==> config.mk <==
export PLATFORM = sky130hd
export DESIGN_NAME = tdc_event_word_validator_unit
export DESIGN_NICKNAME = d
export VERILOG_FILES = /design/src/rtl/tev_pkg.sv /design/src/rtl/tev_front.sv /design/src/rtl/tev_queue.sv /design/src/rtl/tev_back.sv /design/src/rtl/tdc_event_word_validator_unit.sv
export SDC_FILE = /design/constraint.sdc
export NUM_CORES = 2
export LEC_CHECK = 0
export BUFFER_PORTS_ARGS = -buffer_cell sky130_fd_sc_hd__buf_2
export CORE_UTILIZATION = 31
export CTS_CLUSTER_SIZE = 24
export DETAILED_ROUTE_END_ITERATION = 7
export PLACE_DENSITY = 0.49
export SLEW_MARGIN = 20
export SYNTH_ARGS = -nofsm -noshare
export SYNTH_HDL_FRONTEND = slang
export SYNTH_SLANG_ARGS = --single-unit
export TNS_END_PERCENT = 5
==> constraint.sdc <==
create_clock -name clk -period 5.27 [get_ports clk]
set_clock_uncertainty 0.1 [all_clocks]
set_input_delay 0.527 -clock clk [delete_from_list [all_inputs] [get_ports clk]]
set_output_delay 0.527 -clock clk [all_outputs]
set_load 0.01 [all_outputs]
==> src/rtl/tev_pkg.sv <==
package tev_pkg;

  localparam int unsigned WORD_W           = 32;
  localparam int unsigned CNT_W            = 6;
  localparam int unsigned MAX_CHANNELS_DEF = 32;

  // Buffer word type codes in bits 26:24.
  localparam logic [2:0] TYPE_DATUM  = 3'd0;
  localparam logic [2:0] TYPE_HEADER = 3'd2;
  localparam logic [2:0] TYPE_EOB    = 3'd4;

  // Configuration register indexes.
  localparam int unsigned CFG_IDX_W = 2;
  localparam logic [CFG_IDX_W-1:0] CFG_DATA_ID = 2'd0;
  localparam logic [CFG_IDX_W-1:0] CFG_CRATE   = 2'd1;
  localparam logic [CFG_IDX_W-1:0] CFG_SLOT    = 2'd2;

  localparam int unsigned CRATE_W = 5;
  localparam int unsigned SLOT_W  = 5;

  // Added to the channel count in the record header word.
  localparam int unsigned TRAILER_ADD = 3;

  // Record command queue; the depth is a power of two so pointers wrap.
  localparam int unsigned QUEUE_DEPTH = 2;
  localparam int unsigned QPTR_W      = $clog2(QUEUE_DEPTH);

  typedef logic [CNT_W-1:0] count_t;

  typedef struct packed {
    logic              en;
    logic              bank;
    count_t            idx;
    logic [WORD_W-1:0] data;
  } buf_wr_t;

  typedef struct packed {
    logic              bank;
    count_t            count;
    logic [WORD_W-1:0] eob_word;
  } record_cmd_t;

  typedef struct packed {
    logic valid;
    logic bank;
  } bank_release_t;

endpackage

==> src/rtl/tev_front.sv <==
module tev_front #(
  parameter int unsigned MAX_CHANNELS = tev_pkg::MAX_CHANNELS_DEF
) (
  input  logic                        clk,
  input  logic                        rst,
  input  logic                        in_valid,
  output logic                        in_ready,
  input  logic [tev_pkg::WORD_W-1:0]  fifo_word,
  input  logic                        end_of_read,
  input  logic                        q_full,
  output logic                        push,
  output tev_pkg::record_cmd_t        cmd,
  output tev_pkg::buf_wr_t            buf_wr,
  input  tev_pkg::bank_release_t      bank_free,
  output logic [1:0]                  bank_busy
);
  import tev_pkg::*;

  localparam count_t MAX_CNT = count_t'(MAX_CHANNELS);

  count_t     expected_count, expected_count_next;
  count_t     decoded_count, decoded_count_next;
  logic       in_event, in_event_next;
  logic       bank, bank_next;
  logic [1:0] bank_busy_next;
  logic       accept;
  logic [2:0] word_type;
  count_t     hdr_count;

  assign in_ready  = !q_full && !bank_busy[bank];
  assign accept    = in_valid && in_ready;
  assign word_type = fifo_word[26:24];
  assign hdr_count = fifo_word[13:8];

  assign cmd.bank     = bank;
  assign cmd.count    = decoded_count;
  assign cmd.eob_word = fifo_word;

  always_comb begin
    expected_count_next = expected_count;
    decoded_count_next  = decoded_count;
    in_event_next       = in_event;
    push                = 1'b0;
    buf_wr.en           = 1'b0;
    buf_wr.bank         = bank;
    buf_wr.idx          = decoded_count;
    buf_wr.data         = fifo_word;
    if (accept) begin
      unique case (word_type)
        TYPE_HEADER: begin
          decoded_count_next = '0;
          if (hdr_count > MAX_CNT) begin
            expected_count_next = '0;
            in_event_next       = 1'b0;
          end else begin
            expected_count_next = hdr_count;
            in_event_next       = 1'b1;
          end
        end
        TYPE_DATUM: begin
          if (in_event) begin
            if (decoded_count >= expected_count || decoded_count >= MAX_CNT) begin
              in_event_next = 1'b0;
            end else begin
              buf_wr.en          = 1'b1;
              decoded_count_next = decoded_count + count_t'(1);
            end
          end
        end
        TYPE_EOB: begin
          push          = in_event && (decoded_count == expected_count);
          in_event_next = 1'b0;
        end
        default: begin
          in_event_next = 1'b0;
        end
      endcase
      if (end_of_read) begin
        in_event_next = 1'b0;
      end
    end
  end

  // A bank is busy from the moment its record is queued until the back end
  // issues the record's location word.
  always_comb begin
    bank_next      = push ? !bank : bank;
    bank_busy_next = bank_busy;
    if (push) begin
      bank_busy_next[bank] = 1'b1;
    end
    if (bank_free.valid) begin
      bank_busy_next[bank_free.bank] = 1'b0;
    end
  end

  always_ff @(posedge clk) begin
    if (rst) begin
      expected_count <= '0;
      decoded_count  <= '0;
      in_event       <= 1'b0;
      bank           <= 1'b0;
      bank_busy      <= '0;
    end else begin
      expected_count <= expected_count_next;
      decoded_count  <= decoded_count_next;
      in_event       <= in_event_next;
      bank           <= bank_next;
      bank_busy      <= bank_busy_next;
    end
  end

endmodule

==> src/rtl/tev_queue.sv <==
module tev_queue (
  input  logic                  clk,
  input  logic                  rst,
  input  logic                  push,
  input  tev_pkg::record_cmd_t  push_cmd,
  output logic                  full,
  input  logic                  pop,
  output logic                  empty,
  output tev_pkg::record_cmd_t  head
);
  import tev_pkg::*;

  localparam logic [QPTR_W:0] FULL_FILL = (QPTR_W+1)'(QUEUE_DEPTH);

  record_cmd_t       entries [QUEUE_DEPTH];
  logic [QPTR_W-1:0] wr_ptr;
  logic [QPTR_W-1:0] rd_ptr;
  logic [QPTR_W:0]   fill;

  assign full  = (fill == FULL_FILL);
  assign empty = (fill == '0);
  assign head  = entries[rd_ptr];

  always_ff @(posedge clk) begin
    if (push) begin
      entries[wr_ptr] <= push_cmd;
    end
  end

  always_ff @(posedge clk) begin
    if (rst) begin
      wr_ptr <= '0;
      rd_ptr <= '0;
      fill   <= '0;
    end else begin
      if (push) begin
        wr_ptr <= wr_ptr + QPTR_W'(1);
      end
      if (pop) begin
        rd_ptr <= rd_ptr + QPTR_W'(1);
      end
      if (push && !pop) begin
        fill <= fill + (QPTR_W+1)'(1);
      end else if (pop && !push) begin
        fill <= fill - (QPTR_W+1)'(1);
      end
    end
  end

endmodule

==> src/rtl/tev_back.sv <==
module tev_back #(
  parameter int unsigned MAX_CHANNELS = tev_pkg::MAX_CHANNELS_DEF
) (
  input  logic                         clk,
  input  logic                         rst,
  input  logic                         q_empty,
  input  tev_pkg::record_cmd_t         q_head,
  output logic                         pop,
  input  tev_pkg::buf_wr_t             buf_wr,
  input  logic [tev_pkg::WORD_W-1:0]   data_id,
  input  logic [tev_pkg::CRATE_W-1:0]  crate_number,
  input  logic [tev_pkg::SLOT_W-1:0]   slot_number,
  output tev_pkg::bank_release_t       bank_free,
  output logic                         out_valid,
  input  logic                         out_ready,
  output logic [tev_pkg::WORD_W-1:0]   record_word,
  output logic                         last_of_record
);
  import tev_pkg::*;

  localparam int unsigned BUF_DEPTH = 2 * MAX_CHANNELS;
  localparam int unsigned ADDR_W    = $clog2(BUF_DEPTH);

  typedef enum logic [2:0] {
    B_IDLE,
    B_FETCH,
    B_HOLD,
    B_EOB,
    B_ID,
    B_LOC
  } back_state_t;

  back_state_t       state;
  record_cmd_t       cur;
  count_t            idx;
  logic [WORD_W-1:0] buffer_mem [BUF_DEPTH];
  logic [WORD_W-1:0] rd_data;
  logic [ADDR_W-1:0] rd_addr;
  logic [ADDR_W-1:0] wr_addr;
  logic              out_free;
  logic [WORD_W-1:0] id_word;
  logic [WORD_W-1:0] loc_word;

  // Bank one sits above bank zero; a written index is always below MAX_CHANNELS.
  function automatic logic [ADDR_W-1:0] buf_addr(input logic b, input count_t i);
    logic [ADDR_W-1:0] base;
    base = b ? ADDR_W'(MAX_CHANNELS) : '0;
    return base + ADDR_W'(i);
  endfunction

  assign rd_addr  = buf_addr(cur.bank, idx);
  assign wr_addr  = buf_addr(buf_wr.bank, buf_wr.idx);
  assign out_free = !out_valid || out_ready;
  assign pop      = (state == B_IDLE) && !q_empty;
  assign id_word  = data_id | (WORD_W'(cur.count) + WORD_W'(TRAILER_ADD));
  assign loc_word = {6'd0, crate_number[4:1], 1'b0, slot_number, 16'd0};

  always_ff @(posedge clk) begin
    if (buf_wr.en) begin
      buffer_mem[wr_addr] <= buf_wr.data;
    end
    rd_data <= buffer_mem[rd_addr];
  end

  always_ff @(posedge clk) begin
    if (rst) begin
      state     <= B_IDLE;
      out_valid <= 1'b0;
      bank_free <= '0;
    end else begin
      bank_free.valid <= 1'b0;
      if (out_valid && out_ready) begin
        out_valid <= 1'b0;
      end
      unique case (state)
        B_IDLE: begin
          if (!q_empty) begin
            cur   <= q_head;
            idx   <= '0;
            state <= B_FETCH;
          end
        end
        B_FETCH: begin
          state <= (idx == cur.count) ? B_EOB : B_HOLD;
        end
        B_HOLD: begin
          if (out_free) begin
            out_valid      <= 1'b1;
            record_word    <= rd_data;
            last_of_record <= 1'b0;
            idx            <= idx + count_t'(1);
            state          <= B_FETCH;
          end
        end
        B_EOB: begin
          if (out_free) begin
            out_valid      <= 1'b1;
            record_word    <= cur.eob_word;
            last_of_record <= 1'b0;
            state          <= B_ID;
          end
        end
        B_ID: begin
          if (out_free) begin
            out_valid      <= 1'b1;
            record_word    <= id_word;
            last_of_record <= 1'b0;
            state          <= B_LOC;
          end
        end
        B_LOC: begin
          if (out_free) begin
            out_valid       <= 1'b1;
            record_word     <= loc_word;
            last_of_record  <= 1'b1;
            bank_free.valid <= 1'b1;
            bank_free.bank  <= cur.bank;
            state           <= B_IDLE;
          end
        end
        default: begin
          state <= B_IDLE;
        end
      endcase
    end
  end

endmodule

==> src/rtl/tdc_event_word_validator_unit.sv <==
// Event-word validator for a TDC output buffer.
// The input channel (in_valid/in_ready) takes one raw buffer word per request
// with its end_of_read flag. Headers open an event, data words are stored in
// one of two buffer banks, and an end-of-block word whose data count matches
// the header queues the record. The output channel (out_valid/out_ready)
// then delivers the stored data words in order, the end-of-block word, the
// record header word (data_id ORed with count plus three) and the location
// word, which carries last_of_record. Mismatched events produce nothing.
// The configuration channel (cfg_valid/cfg_ready) is always ready and writes
// data_id, crate_number or slot_number by index; write it only while idle.
// Input words are taken one per cycle while in_ready is high. A queued record
// moves to the back end, which fetches each stored data word through the
// buffer read port and its registered read before issuing it, then issues
// the three closing words. Input stalls only while the bank it would fill
// is still queued or being drained, which the two banks and the two-entry
// record queue keep rare. When the receiver stalls, the output register holds
// its word and the drain waits; input keeps flowing into the free bank.
// Synchronous reset closes any open event, empties the queue, frees both
// banks and clears the configuration registers; no clearing pass is needed.
module tdc_event_word_validator_unit #(
  parameter int unsigned MAX_CHANNELS = tev_pkg::MAX_CHANNELS_DEF
) (
  input  logic                           clk,
  input  logic                           rst,
  input  logic                           in_valid,
  output logic                           in_ready,
  input  logic [tev_pkg::WORD_W-1:0]     fifo_word,
  input  logic                           end_of_read,
  output logic                           out_valid,
  input  logic                           out_ready,
  output logic [tev_pkg::WORD_W-1:0]     record_word,
  output logic                           last_of_record,
  input  logic                           cfg_valid,
  output logic                           cfg_ready,
  input  logic [tev_pkg::CFG_IDX_W-1:0]  cfg_index,
  input  logic [tev_pkg::WORD_W-1:0]     cfg_data
);
  import tev_pkg::*;

  logic [WORD_W-1:0]  data_id;
  logic [CRATE_W-1:0] crate_number;
  logic [SLOT_W-1:0]  slot_number;

  logic          q_full;
  logic          q_empty;
  logic          push;
  logic          pop;
  record_cmd_t   cmd;
  record_cmd_t   q_head;
  buf_wr_t       buf_wr;
  bank_release_t bank_free;
  logic [1:0]    bank_busy;

  // Configuration registers. Writes to unused indexes are ignored.
  assign cfg_ready = 1'b1;

  always_ff @(posedge clk) begin
    if (rst) begin
      data_id      <= '0;
      crate_number <= '0;
      slot_number  <= '0;
    end else if (cfg_valid && cfg_ready) begin
      unique case (cfg_index)
        CFG_DATA_ID: data_id      <= cfg_data;
        CFG_CRATE:   crate_number <= cfg_data[CRATE_W-1:0];
        CFG_SLOT:    slot_number  <= cfg_data[SLOT_W-1:0];
        default: begin
        end
      endcase
    end
  end

  // The front end classifies words and fills the buffer bank of the open event.
  tev_front #(
    .MAX_CHANNELS(MAX_CHANNELS)
  ) u_front (
    .clk        (clk),
    .rst        (rst),
    .in_valid   (in_valid),
    .in_ready   (in_ready),
    .fifo_word  (fifo_word),
    .end_of_read(end_of_read),
    .q_full     (q_full),
    .push       (push),
    .cmd        (cmd),
    .buf_wr     (buf_wr),
    .bank_free  (bank_free),
    .bank_busy  (bank_busy)
  );

  // Completed records wait here until the back end takes them.
  tev_queue u_queue (
    .clk     (clk),
    .rst     (rst),
    .push    (push),
    .push_cmd(cmd),
    .full    (q_full),
    .pop     (pop),
    .empty   (q_empty),
    .head    (q_head)
  );

  // The back end owns the buffer memory and drains one record at a time.
  tev_back #(
    .MAX_CHANNELS(MAX_CHANNELS)
  ) u_back (
    .clk           (clk),
    .rst           (rst),
    .q_empty       (q_empty),
    .q_head        (q_head),
    .pop           (pop),
    .buf_wr        (buf_wr),
    .data_id       (data_id),
    .crate_number  (crate_number),
    .slot_number   (slot_number),
    .bank_free     (bank_free),
    .out_valid     (out_valid),
    .out_ready     (out_ready),
    .record_word   (record_word),
    .last_of_record(last_of_record)
  );

  // A data word must never land in a bank whose record is still draining.
  a_write_free_bank: assert property (@(posedge clk) disable iff (rst)
    buf_wr.en |-> !bank_busy[buf_wr.bank])
    else $error("buffer write into a bank that is being drained");

  // The back end only frees a bank that the front end marked busy.
  a_free_busy_bank: assert property (@(posedge clk) disable iff (rst)
    bank_free.valid |-> bank_busy[bank_free.bank])
    else $error("bank released that was not busy");

  // A record is queued only when the queue has room.
  a_push_room: assert property (@(posedge clk) disable iff (rst)
    push |-> !q_full)
    else $error("record queued while the queue is full");

endmodule

==> After elaboration in Yosys (flattened, before gate mapping) <==
Memories as Yosys holds them, arrays and structs flattened. A register that Yosys moved wholly into a read port is not among the register bits.
Index checks and enable logic that the tools add are counted.
{ "totals": {"regBits": 107, "ram_bits": 2126, "input_bits": 72, "output_inout_bits": 36, "word_cells": 155, "memories": 2} }
{ "mem_list": {"columns": ["memory", "words", "width", "read_ports", "rd_ports_with_merged_regs", "write_ports", "line_no", "source"], "rows": [
  ["u_back.buffer_mem", 64, 32, 1, 1, 1, "tev_back.sv:36", "logic [WORD_W-1:0] buffer_mem [BUF_DEPTH];"],
  ["u_queue.entries", 2, 39, 1, 1, 1, "tev_queue.sv:15", "record_cmd_t entries [QUEUE_DEPTH];"]
]} }
{ "classes": {"n_addsub": 9, "order_cmp": 7, "n_eq_ne": 20, "mux": 51, "n_bitwise": 7, "n_reduce_logical": 41} }
{ "op_table": {"columns": ["operator", "n"], "rows": [
  ["32-bit two-way mux", 4],
  ["32-bit case mux with 4 select lines", 1],
  ["6-bit two-way mux", 7],
  ["32-bit OR", 1],
  ["6-bit case mux with 2 select lines", 2],
  ["1-bit two-way mux", 22],
  ["3-bit case mux with 6 select lines", 1],
  ["3-bit two-way mux", 5],
  ["6-bit by 1-bit adder with 6-bit output (second input constant)", 2],
  ["6-bit adder", 2],
  ["6-bit == test", 2],
  ["2-bit by 1-bit != test with 1-bit output (second input constant)", 6],
  ["4-bit AND reduction", 3],
  ["2-bit two-way mux", 5],
  ["2-bit AND reduction", 5],
  ["3-bit by 2-bit == test with 1-bit output (second input constant)", 3],
  ["3-bit == test (second input constant)", 3],
  ["1-bit logical AND", 9],
  ["2-bit nonzero test", 4],
  ["6-bit by 2-bit adder with 7-bit output (second input constant)", 1],
  ["1-bit zero test", 7],
  ["6-bit greater-or-equal comparator", 1],
  ["6-bit greater-or-equal comparator (second input constant)", 1],
  ["6-bit > comparator (second input constant)", 1],
  ["25 further kinds", 37]
]} }

==> Logic depth before layout (Yosys ltp) <==
{ "logic_depth": {"word_depth": 10, "ltp_mapped": 10} }

==> Hierarchy <==
A second synthesis with hierarchy kept.
{ "unflattened": {"hier_cells": 4165, "area_unflattened_um2": 88887.8} }
{ "by_module_without_submodules": {"columns": ["module", "instances", "cells_per_inst", "area_per_inst_um2", "seq_area_each_um2"], "rows": [
  ["tev_back", 1, 3659, 82512.9, 64602.0],
  ["tev_queue", 1, 143, 3017.9, 2442.3],
  ["tdc_event_word_validator_unit", 1, 175, 1835.5, 840.8],
  ["tev_front", 1, 188, 1521.5, 320.3]
]} }

==> Worst setup path after synthesis <==
No wires, ideal clock.
{ "synth_path": {"path_type": "reg-to-reg", "start": "reg u_front.decoded_count[0]", "end": "mem u_back.buffer_mem[31][0] (enable)", "arrival_ns": 3.362, "t_required_ns": 4.749, "path_slack_ns": 1.387, "path_stages_with_launch": 9, "path_buffers": 1, "synth_period_minus_slack_ns": 3.883, "cell_sequence": "dfxtp_1 inv_1 ha_1 nand2b_1 a21oi_1 o221a_2 clkbuf_1 nand4b_1 nor2_1"} }
{ "synth_between": {"elab_chain_cells": 8, "word_cells_on_any_way": 10} }
{ "synth_lines": {"columns": ["element", "line_no", "source"], "rows": [
  ["start, declared", "tev_front.sv:22", "count_t decoded_count, decoded_count_next;"],
  ["start signal, assigned", "tev_front.sv:106", "decoded_count <= decoded_count_next;"],
  ["6-bit greater-or-equal comparator", "tev_front.sv:62", "if (decoded_count >= expected_count || decoded_count >= MAX_CNT) begin"],
  ["1-bit logical OR", "tev_front.sv:62", null],
  ["1-bit two-way mux", "tev_front.sv:62", null],
  ["1-bit two-way mux", "tev_front.sv:61", "if (in_event) begin"],
  ["1-bit two-way mux", "tev_front.sv:49", "unique case (word_type)"],
  ["1-bit two-way mux", "tev_front.sv:48", "if (accept) begin"],
  ["1-bit two-way mux", "tev_back.sv:59", "if (buf_wr.en) begin"],
  ["1-bit two-way mux (implied by the code)", "tev_back.sv:60", "buffer_mem[wr_addr] <= buf_wr.data;"],
  ["end, declared", "tev_back.sv:36", null]
]} }
Parallel ways exist; a longest one is shown, timed or not.

==> Worst setup path after layout <==
{ "layout_path": {"start": "reg u_back.idx[0]", "end": "reg u_back.rd_data[21], read port of u_back.buffer_mem"} }
{ "layout_between": {"elab_chain_cells": 1} }
{ "layout_lines": {"columns": ["element", "line_no", "source"], "rows": [
  ["start, declared", "tev_back.sv:35", "count_t idx;"],
  ["start signal, assigned", "tev_back.sv:91", "idx <= idx + count_t'(1);"],
  ["6-bit adder", "tev_back.sv:48", "return base + ADDR_W'(i);"],
  ["end, declared", "tev_back.sv:37", "logic [WORD_W-1:0] rd_data;"]
]} }
No other way between the ends.
A chain may end at the register's enable or synchronous reset.

==> impl_metrics.csv <==
group,metric,value,unit
critical_path,cp-end-kind,"flop",
logic_synthesis,yosys_most_used_dff,"edfxtp_1",
cells_and_area,syn_to_final_growth,16.9,%
timing,worst_slew_pin_slew,1.20,ns
timing,finalHoldViolCount,0,
route,first_pass_iters,5,
logic_synthesis,synth_cells,4126,
global_route,grt_first_pass_wirelength,362000,um
cts,cts.sinks,2303,
logic_synthesis,synth_area_leader_cell,"edfxtp_1",
route,routed_wl,261000,um
timing,max_slew_margin,18.2,%
floorplan,die_area,285000,um2
cts,h-tree-depth,4,
floorplan,fp.coreArea,282000,um2
place,hpwl,159000,um
global_route,grt_max_degree,77,
power_and_ir_drop,finalPower,0.0447,W
floorplan,die_x,534,um
logic_synthesis,synth_warnings,0,
logic_synthesis,yosysTopAreaCellShare,75.4,%
route,vias,43864,
critical_path,critPathBufInv,3,
cts,post-cts-setup-buffers,0,
timing,rsz0062_at_grt,"false",
global_route,grt_pass1_vias,43793,
job,cap_viol_max_count,0,
timing,post-route-min-period,4.23,ns
logic_synthesis,ys_ff_latch,2303,
power_and_ir_drop,combPwrFrac,16.4,%
route,drc_errors,0,
global_route,grt-ovfl-total,0,
logic_synthesis,seq_area_frac_synth,77.6,%
route,drt_iter0_markers,5005,
power_and_ir_drop,seqPwrFrac,46.8,%
logic_synthesis,yosys-top-cells-count,"2204 x edfxtp_1, 497 x mux4_2, 159 x mux2i_1, 129 x nor2_1, 127 x nand2_1",
place,io_buffers,106,
floorplan,pin_count,108,
cells_and_area,drive_gt1_share,27.7,%
floorplan,start_util,31.1,%
critical_path,cp_slowest_cell,"edfxtp_1",
power_and_ir_drop,irDropWorstVdd,0.365,mV
critical_path,cp.arrival,4.83,ns
power_and_ir_drop,intPower,0.0325,W
logic_synthesis,synth.area.top_cells,"edfxtp_1 75%, mux4_2 13%, dfxtp_1 2.3%",
logic_synthesis,avgSynthCellArea,21.3,um2
logic_synthesis,ys_async_sr_fraction,0,%
global_route,grt_usage,18.1,%
route,avgViaCountPerCell,5.18,
route,wl_per_cell,30.8,um
power_and_ir_drop,pwr-share-clk,36.8,%
cts,cts_tree,"yes",
cts,cts.clk_slew.worst_paths,0.06,ns
timing,clock.fmax,237,MHz
floorplan,die_h,534,um
cts,ctsResizeCount,0,
logic_synthesis,synth_cell_types,58,
cts,cts_buffer_depth,3,
cts,cts_root_buffer,"clkbuf_16",
cts,clock_latency,0.88,ns
power_and_ir_drop,p_switching,0.0122,W
timing,period_share,80.2,%
timing,finalSetupViolations,0,
logic_synthesis,yosysMostFrequentCell,"edfxtp_1",
cells_and_area,fin_nets,4584,
critical_path,path_cells,"buf_12 > buf_12 > buf_4 > mux4_2 > mux4_2 > o22ai_1 > nor2_1",
route,final_antenna_net_count,0,
logic_synthesis,synth.cell_area,87800,um2
global_route,antenna_found_initial,24,
timing,slew_viol_final,0,
floorplan,rows,195,
power_and_ir_drop,p_sw_share,27.3,%
cells_and_area,stdcell_count,8461,
place,dp.cells,7965,
critical_path,critPathRequiredTime,5.88,ns
cts,hold_buffers,39,
critical_path,path_delay_family,"multiplexers",
critical_path,start_kind,"flop",
logic_synthesis,syn_nets,4209,
min_path,hold_class,"in -> reg",
status,status,"finished clean",
place,gp_congestion,0.803,
power_and_ir_drop,leakagePower,32.0,nW
critical_path,cp_max_fo,23,
logic_synthesis,synth_enable_flop_cells,2204,
critical_path,crit_type,"reg -> reg",
timing,setup_tns,0,ns
critical_path,critPathMaxStageDelay,0.91,ns
power_and_ir_drop,power_density,435,nW/um2
cts,cts_made_buffers,236,
## placed cells by master (no fill, tap or decap), types with 44 or more instances in the layout
master and count:
edfxtp_1 2204, mux4_2 497, clkbuf_16 238, buf_4 196, mux2i_1 159, nand2_1 127
a21oi_1 110, buf_2 102, dfxtp_1 96, a22oi_1 90, nor2_4 66, nor2_1 62
clkinv_1 59, clkbuf_1 56, a211oi_1 49, o22ai_1 45, mux2_2 44
## logic make-up (layout without fill, tap and decap cells)
group                      after synthesis  in the layout  share of synthesized area (%)
other                                    1             11                        0.00427
DFF                                   2303           2303                           77.6
adders and majority gates               11             11                          0.157
muxes                                  700            700                           15.1
and+or+nand+nor                        405            405                           2.15
xor gates and xnor gates                24             24                          0.239
AOI/OAI and AO/OA                      431            431                           3.28
buffers and inverters                  251            833                           1.44
## sequential cells by signal (all words and copies together) (netlist names), 2 cells and up
signal and count:
u_back.buffer_mem 2048, u_queue.entries 78, u_back.cur 39, data_id 32
u_back.rd_data 32, u_back.record_word 32, u_back.idx 6, u_front.decoded_count 6
u_front.expected_count 6, slot_number 5, crate_number 4, u_back.state 3
u_back.bank_free 2, u_front.bank_busy 2, u_queue.fill 2
## per-layer routing
metal | global-route usage (%) | share of wire [%] | vias up
li1 | - | - | 18081
met1 | 26.2 | 45 | 23926
met2 | 28.5 | 47 | 1591
met3 | 2.72 | 6.3 | 266
met4 | 4.15 | 2.1 | 0
met5 | 0 | 0 | -
## cell type report
class                   count  area, um2
repair buffers            373       3140
well taps                3743       4680
multi-input cells        1572      19000
flip-flops and latches   2303      68200
fillers                 25930     179000
diodes                     10       25.0
clock inverters           146       1370
clock buffers             299       6230
inverters                  15       56.3
## worst reg2reg max path, stage by stage, from the launching register on
cell	delay, ns
edfxtp_1	0.91
buf_12	0.31
buf_12	0.32
buf_4	0.37
mux4_2	0.55
mux4_2	0.53
o22ai_1	0.89
nor2_1	0.08
## worst paths after layout
kind                             startpoint                         to  slack, ns  cells past startpoint
hold reg to reg   u_front.expected_count[1]  u_front.expected_count[1]       0.36                      2
hold / removal                 fifo_word[5]   u_back.buffer_mem[29][5]       0.07                      1
setup / recovery              u_back.idx[0]         u_back.rd_data[21]       1.04                      7
setup reg to reg              u_back.idx[0]         u_back.rd_data[21]       1.04                      7
## power groups by stage
stage | Sequential [W] | Combinational [W] | Clock, W
2_1_floorplan | 0.0209 | 0.00427 | 0
3_3_place_gp | 0.0213 | 0.00736 | 0
3_5_place_dp | 0.0213 | 0.00741 | 0
4_1_cts | 0.0209 | 0.00744 | 0.0168
5_1_grt | 0.0209 | 0.00769 | 0.0174
6_report | 0.0210 | 0.00732 | 0.0165
## stage by stage
step	setup WS, ns	area (um2)	util [%]	hold slack [ns]
after floorplan	1.39	87800	-	0.309
after global placement	0.892	94300	33.4	0.345
after detailed placement	0.992	94600	33.6	0.347
after CTS	0.971	103000	36.4	0.0592
after global routing	0.935	103000	36.4	0.0243
final	1.04	103000	36.4	0.0661
Note: power is estimated with default switching activity, not from simulation.
